==> config.mk <==
export PLATFORM = sky130hd
export DESIGN_NAME = sbsi_merge
export DESIGN_NICKNAME = d
export VERILOG_FILES = /design/src/hw/rtl/sbsi_pkg.sv /design/src/hw/rtl/sbsi_merge.sv
export SDC_FILE = /design/constraint.sdc
export NUM_CORES = 2
export LEC_CHECK = 0
export ABC_AREA = 0
export ABC_CLOCK_PERIOD_IN_PS = 11000
export CAP_MARGIN = 20
export CORE_MARGIN = 8
export CORE_UTILIZATION = 30
export CTS_CLUSTER_SIZE = 16
export DETAILED_ROUTE_END_ITERATION = 16
export DONT_BUFFER_PORTS = 1
export PLACE_DENSITY = 0.46
export SETUP_SLACK_MARGIN = 0.3
export SYNTH_ARGS = -nofsm -noshare
export SYNTH_HDL_FRONTEND = slang
export SYNTH_SLANG_ARGS = --single-unit
export TNS_END_PERCENT = 100
==> constraint.sdc <==
create_clock -name clk -period 11 [get_ports clk]
set_input_delay 1.65 -clock clk [delete_from_list [all_inputs] [get_ports clk]]
set_output_delay 1.65 -clock clk [all_outputs]
set_load 0.03 [all_outputs]
==> src/hw/rtl/sbsi_pkg.sv <==
// shared constants, register map and divider step for the segment box slab test
package sbsi_pkg;

    localparam int COORD_W = 32;
    localparam int DIFF_W  = COORD_W + 1;
    localparam int REM_W   = DIFF_W + 1;
    localparam int ADDR_W  = 5;
    localparam int DATA_W  = 32;

    // register indexes on the config port
    localparam logic [2:0] REG_BOX_MIN_X = 3'd0;
    localparam logic [2:0] REG_BOX_MIN_Y = 3'd1;
    localparam logic [2:0] REG_BOX_MIN_Z = 3'd2;
    localparam logic [2:0] REG_BOX_MAX_X = 3'd3;
    localparam logic [2:0] REG_BOX_MAX_Y = 3'd4;
    localparam logic [2:0] REG_BOX_MAX_Z = 3'd5;

    localparam logic [COORD_W-1:0] BOX_MIN_RESET = 32'hFFFF_8000;
    localparam logic [COORD_W-1:0] BOX_MAX_RESET = 32'h0000_8000;

    // one restoring division step: {quotient bit, new remainder}
    function automatic logic [REM_W:0] div_step(input logic [REM_W-1:0] r,
                                                input logic [DIFF_W-1:0] den);
        logic [REM_W-1:0] dd;
        dd = {1'b0, den};
        if (r >= dd)
            return {1'b1, r - dd};
        else
            return {1'b0, r};
    endfunction

    // magnitude of a signed difference
    function automatic logic [DIFF_W-1:0] mag(input logic [DIFF_W-1:0] x);
        return x[DIFF_W-1] ? (~x + DIFF_W'(1)) : x;
    endfunction

endpackage

==> src/hw/rtl/sbsi_merge.sv <==
// merges lane intervals, then interpolates the hit point
module sbsi_merge #(
    parameter int FRACTION_BITS = 16
) (
    input  logic                                  clk,
    input  logic [2:0]                            en,
    input  logic [2:0]                            reject,
    input  logic [2:0][FRACTION_BITS:0]           st,
    input  logic [2:0][FRACTION_BITS:0]           et,
    input  logic [2:0][sbsi_pkg::COORD_W-1:0]     s,
    input  logic [2:0][sbsi_pkg::DIFF_W-1:0]      d,
    output logic                                  hit,
    output logic [FRACTION_BITS:0]                entry_fraction,
    output logic [2:0][sbsi_pkg::COORD_W-1:0]     hit_pt
);
    localparam int FW = FRACTION_BITS + 1;
    localparam int CW = sbsi_pkg::COORD_W;
    localparam int DW = sbsi_pkg::DIFF_W;
    localparam int PW = DW + FW + 1;

    logic [FW-1:0] enter_c, leave_c, m01, n01;

    always_comb
    begin
        m01     = (st[1] > st[0]) ? st[1] : st[0];
        enter_c = (st[2] > m01) ? st[2] : m01;
        n01     = (et[1] < et[0]) ? et[1] : et[0];
        leave_c = (et[2] < n01) ? et[2] : n01;
    end

    // interval stage
    logic                  hit_a_reg;
    logic [FW-1:0]         enter_a_reg;
    logic [2:0][CW-1:0]    s_a_reg;
    logic [2:0][DW-1:0]    d_a_reg;

    always_ff @(posedge clk)
    begin
        if (en[0])
        begin
            hit_a_reg   <= ~|reject && (leave_c >= enter_c);
            enter_a_reg <= enter_c;
            s_a_reg     <= s;
            d_a_reg     <= d;
        end
    end

    // product stage
    logic                  hit_b_reg;
    logic [FW-1:0]         enter_b_reg;
    logic [2:0][CW-1:0]    s_b_reg;
    logic [2:0][PW-1:0]    p_b_reg;

    always_ff @(posedge clk)
    begin
        if (en[1])
        begin
            hit_b_reg   <= hit_a_reg;
            enter_b_reg <= enter_a_reg;
            s_b_reg     <= s_a_reg;
            for (int i = 0; i < 3; i++)
            begin
                p_b_reg[i] <= PW'($signed(d_a_reg[i]) * $signed({1'b0, enter_a_reg}));
            end
        end
    end

    // output stage, floor shift then add start
    logic [2:0][PW-1:0] sh_c;

    always_comb
    begin
        for (int i = 0; i < 3; i++)
        begin
            sh_c[i] = PW'($signed(p_b_reg[i]) >>> FRACTION_BITS);
        end
    end

    always_ff @(posedge clk)
    begin
        if (en[2])
        begin
            hit            <= hit_b_reg;
            entry_fraction <= hit_b_reg ? enter_b_reg : '0;
            for (int i = 0; i < 3; i++)
            begin
                hit_pt[i] <= hit_b_reg ? (s_b_reg[i] + sh_c[i][CW-1:0]) : '0;
            end
        end
    end

endmodule

==> impl_metrics.tcl <==
set metrics [dict create \
    grtUsageTotal 0.164 \
    dp_hpwl_um 167000 \
    ant_nets 0 \
    grt_pass1_wl_um 348000 \
    wl_met2_um 114000 \
    wl_per_cell_um 20.5 \
    cts.root.buffer_cell "clkbuf_16" \
    chipHeight_um 525 \
    die_w_um 525 \
    status "finished, final reports clean" \
    critical_path_buf_inv_count 7 \
    reg2regPathDepth 25 \
    grt_setup_unrepaired "false" \
    worst_path_max_delay_cell "edfxtp_1" \
    clk_path_buf_depth 3 \
    finalMaxSlewViolations 0 \
    synthCells 7657 \
    critPathTopFamily "adder cells" \
    worst_r2r_startpoint "enter_a_reg[5]" \
    rows 186 \
    synthTopCellsByArea "fa_1, edfxtp_1, inv_1" \
    cp_slowest_stage_delay_ps 1000 \
    synth_nets 10000 \
    largest_register_ffs 99 \
    hold-path-cell-count 0 \
    yosys-top-cells-count "inv_1, fa_1, nand2_1" \
    hold_buffers 0 \
    worst_ep_arrival_time_ps 8620 \
    synthDominantCellAreaShare 0.399 \
    drv_cap 0 \
    timing.rr.end "p_b_reg[149]" \
    vias_per_cell 4.67 \
    grt_pass1_vias 57200 \
    wl_met1_um 94100 \
    insertion_delay_ps 700 \
    cp_max_fo 28 \
    cts_buffers 77 \
    avgSynthCellArea_um2 10.1 \
    cpMostUsedCell "fa_1" \
    ys_seq_elements 537 \
    dr.pass1.iters 7 \
    critPathKind "register to register" \
    startpoint_type "register" \
    worstHoldStart "s_a_reg[35]" \
    ff2ff_setup_slack_ps 2810 \
    hp-class "register to register" \
    drcViolationCount 0 \
    finalCoreUtilization 0.326 \
    yosysSeqAreaShare 0.208 \
    ios 418 \
    cts_tree "done" \
    core_area_um2 257000 \
    setup_violations 0 \
    max_slew_margin 0.314 \
    cts.htree.levels 3 \
    clock-sinks 537 \
    async_flop_share 0 \
    syn-cell-area_um2 77600 \
    drt_iter0_drc 2473 \
    clk_pin_slew_ps 60 \
    initial_core_util 0.302 \
    skew_ps 50.5 \
    synth_most_common_cell "inv_1" \
    areaGrowthSynthToFinish_pct 8.17 \
    path_depth 25 \
    nets 9844 \
    postCtsSetupRepairBufs 0 \
    vias 51200 \
    worstHoldEndpoint "s_b_reg[35]" \
    fin_crit_sh 0.745 \
    io_buffers 0 \
    grt_antenna_before_repair 57 \
    fmax_mhz 122 \
    gp_congestion 0.810 \
    worst_slew_pin_slew_ps 1030 \
    drive_above_1_share 0.0273 \
    wl_met3_um 10600 \
    cts_resized 0 \
    end_kind "register" \
    overflow 0 \
    grt_max_degree 214 \
    yosysWarnings 0 \
    maxUsedRoutingLayer "met5" \
    fp.dieArea_um2 275000 \
    synth_top_flop_cell "edfxtp_1" \
    ys_types 80 \
    hold_viol_final 0 \
    required_ps 11430 \
    tns_ps 0 \
    min_period_ps 8190 \
    post-place-cells 10800 \
    yosys.area.top_type "fa_1" \
    synth_edf_count 537 \
    fin_cells 11000 \
    wirelength_um 224000 \
]
[worst register-to-register path: cells and delay by family, from the launching register on]
kind / cells / cell delay [ps]
fa+ha+maj: 7 / 3330
compound gates: 8 / 2290
flops: 1 / 1000
buf+inv: 7 / 870
simple gates: 2 / 320
xor+xnor: 1 / 150
[worst max-delay path by stage]
stage                               from      endpoint  slack, ps
after floorplan                    st[1]     hit_a_reg       3580
after global placement             st[1]     hit_a_reg       2520
after detailed placement           st[1]     hit_a_reg       2630
after CTS                 enter_a_reg[5]  p_b_reg[149]       2740
after global routing      enter_a_reg[5]   p_b_reg[38]       2350
final                     enter_a_reg[5]  p_b_reg[149]       2810
[cell usage in the layout, fill, tap and decap left out, types with 78 or more instances in the layout]
master	n
a21o_1	125
nor2_1	161
edfxtp_1	537
xnor2_1	141
clkbuf_16	78
inv_1	1725
and2_1	648
ha_1	506
fa_1	1545
nand2_1	1123
a21oi_1	185
[area by class of cell]
cell class,instances,area [um^2]
Clock buffer,86,1980
Fill cell,26400,173000
Clock inverter,54,569
Timing Repair Buffer,66,671
Inverter,1726,6480
Tap cell,3384,4230
Antenna cell,18,45.0
Sequential cell,537,16100
Multi-Input combinational cell,5081,53800
[per-layer routing]
| metal | global-route usage | up-vias |
|---|---|---|
| li1 | - | 22900 |
| met1 | 0.207 | 26800 |
| met2 | 0.292 | 1115 |
| met3 | 0.0244 | 290 |
| met4 | 0.0419 | 16 |
| met5 | 0 | - |
[metrics by stage]
step / worst slack (ps) / hold WS (ps) / cell area [um^2]
4_1_cts: 2740 / 404 / 83900
3_5_place_dp: 2630 / 405 / 81300
2_1_floorplan: 3580 / 400 / 77600
6_report: 2810 / 415 / 83900
3_3_place_gp: 2520 / 404 / 81300
5_1_grt: 2350 / 419 / 83900
[logic make-up after synthesis]
kind of cell    share of synthesized area
flops                               0.208
simple gates                        0.133
mux                               0.00719
compound gates                     0.0501
buf+inv                            0.0988
fa+ha+maj                           0.480
xor+xnor                           0.0228
Power is left out: the tool's default activity adds up to more than one toggle a clock period on the data nets, which glitch-free logic cannot reach.
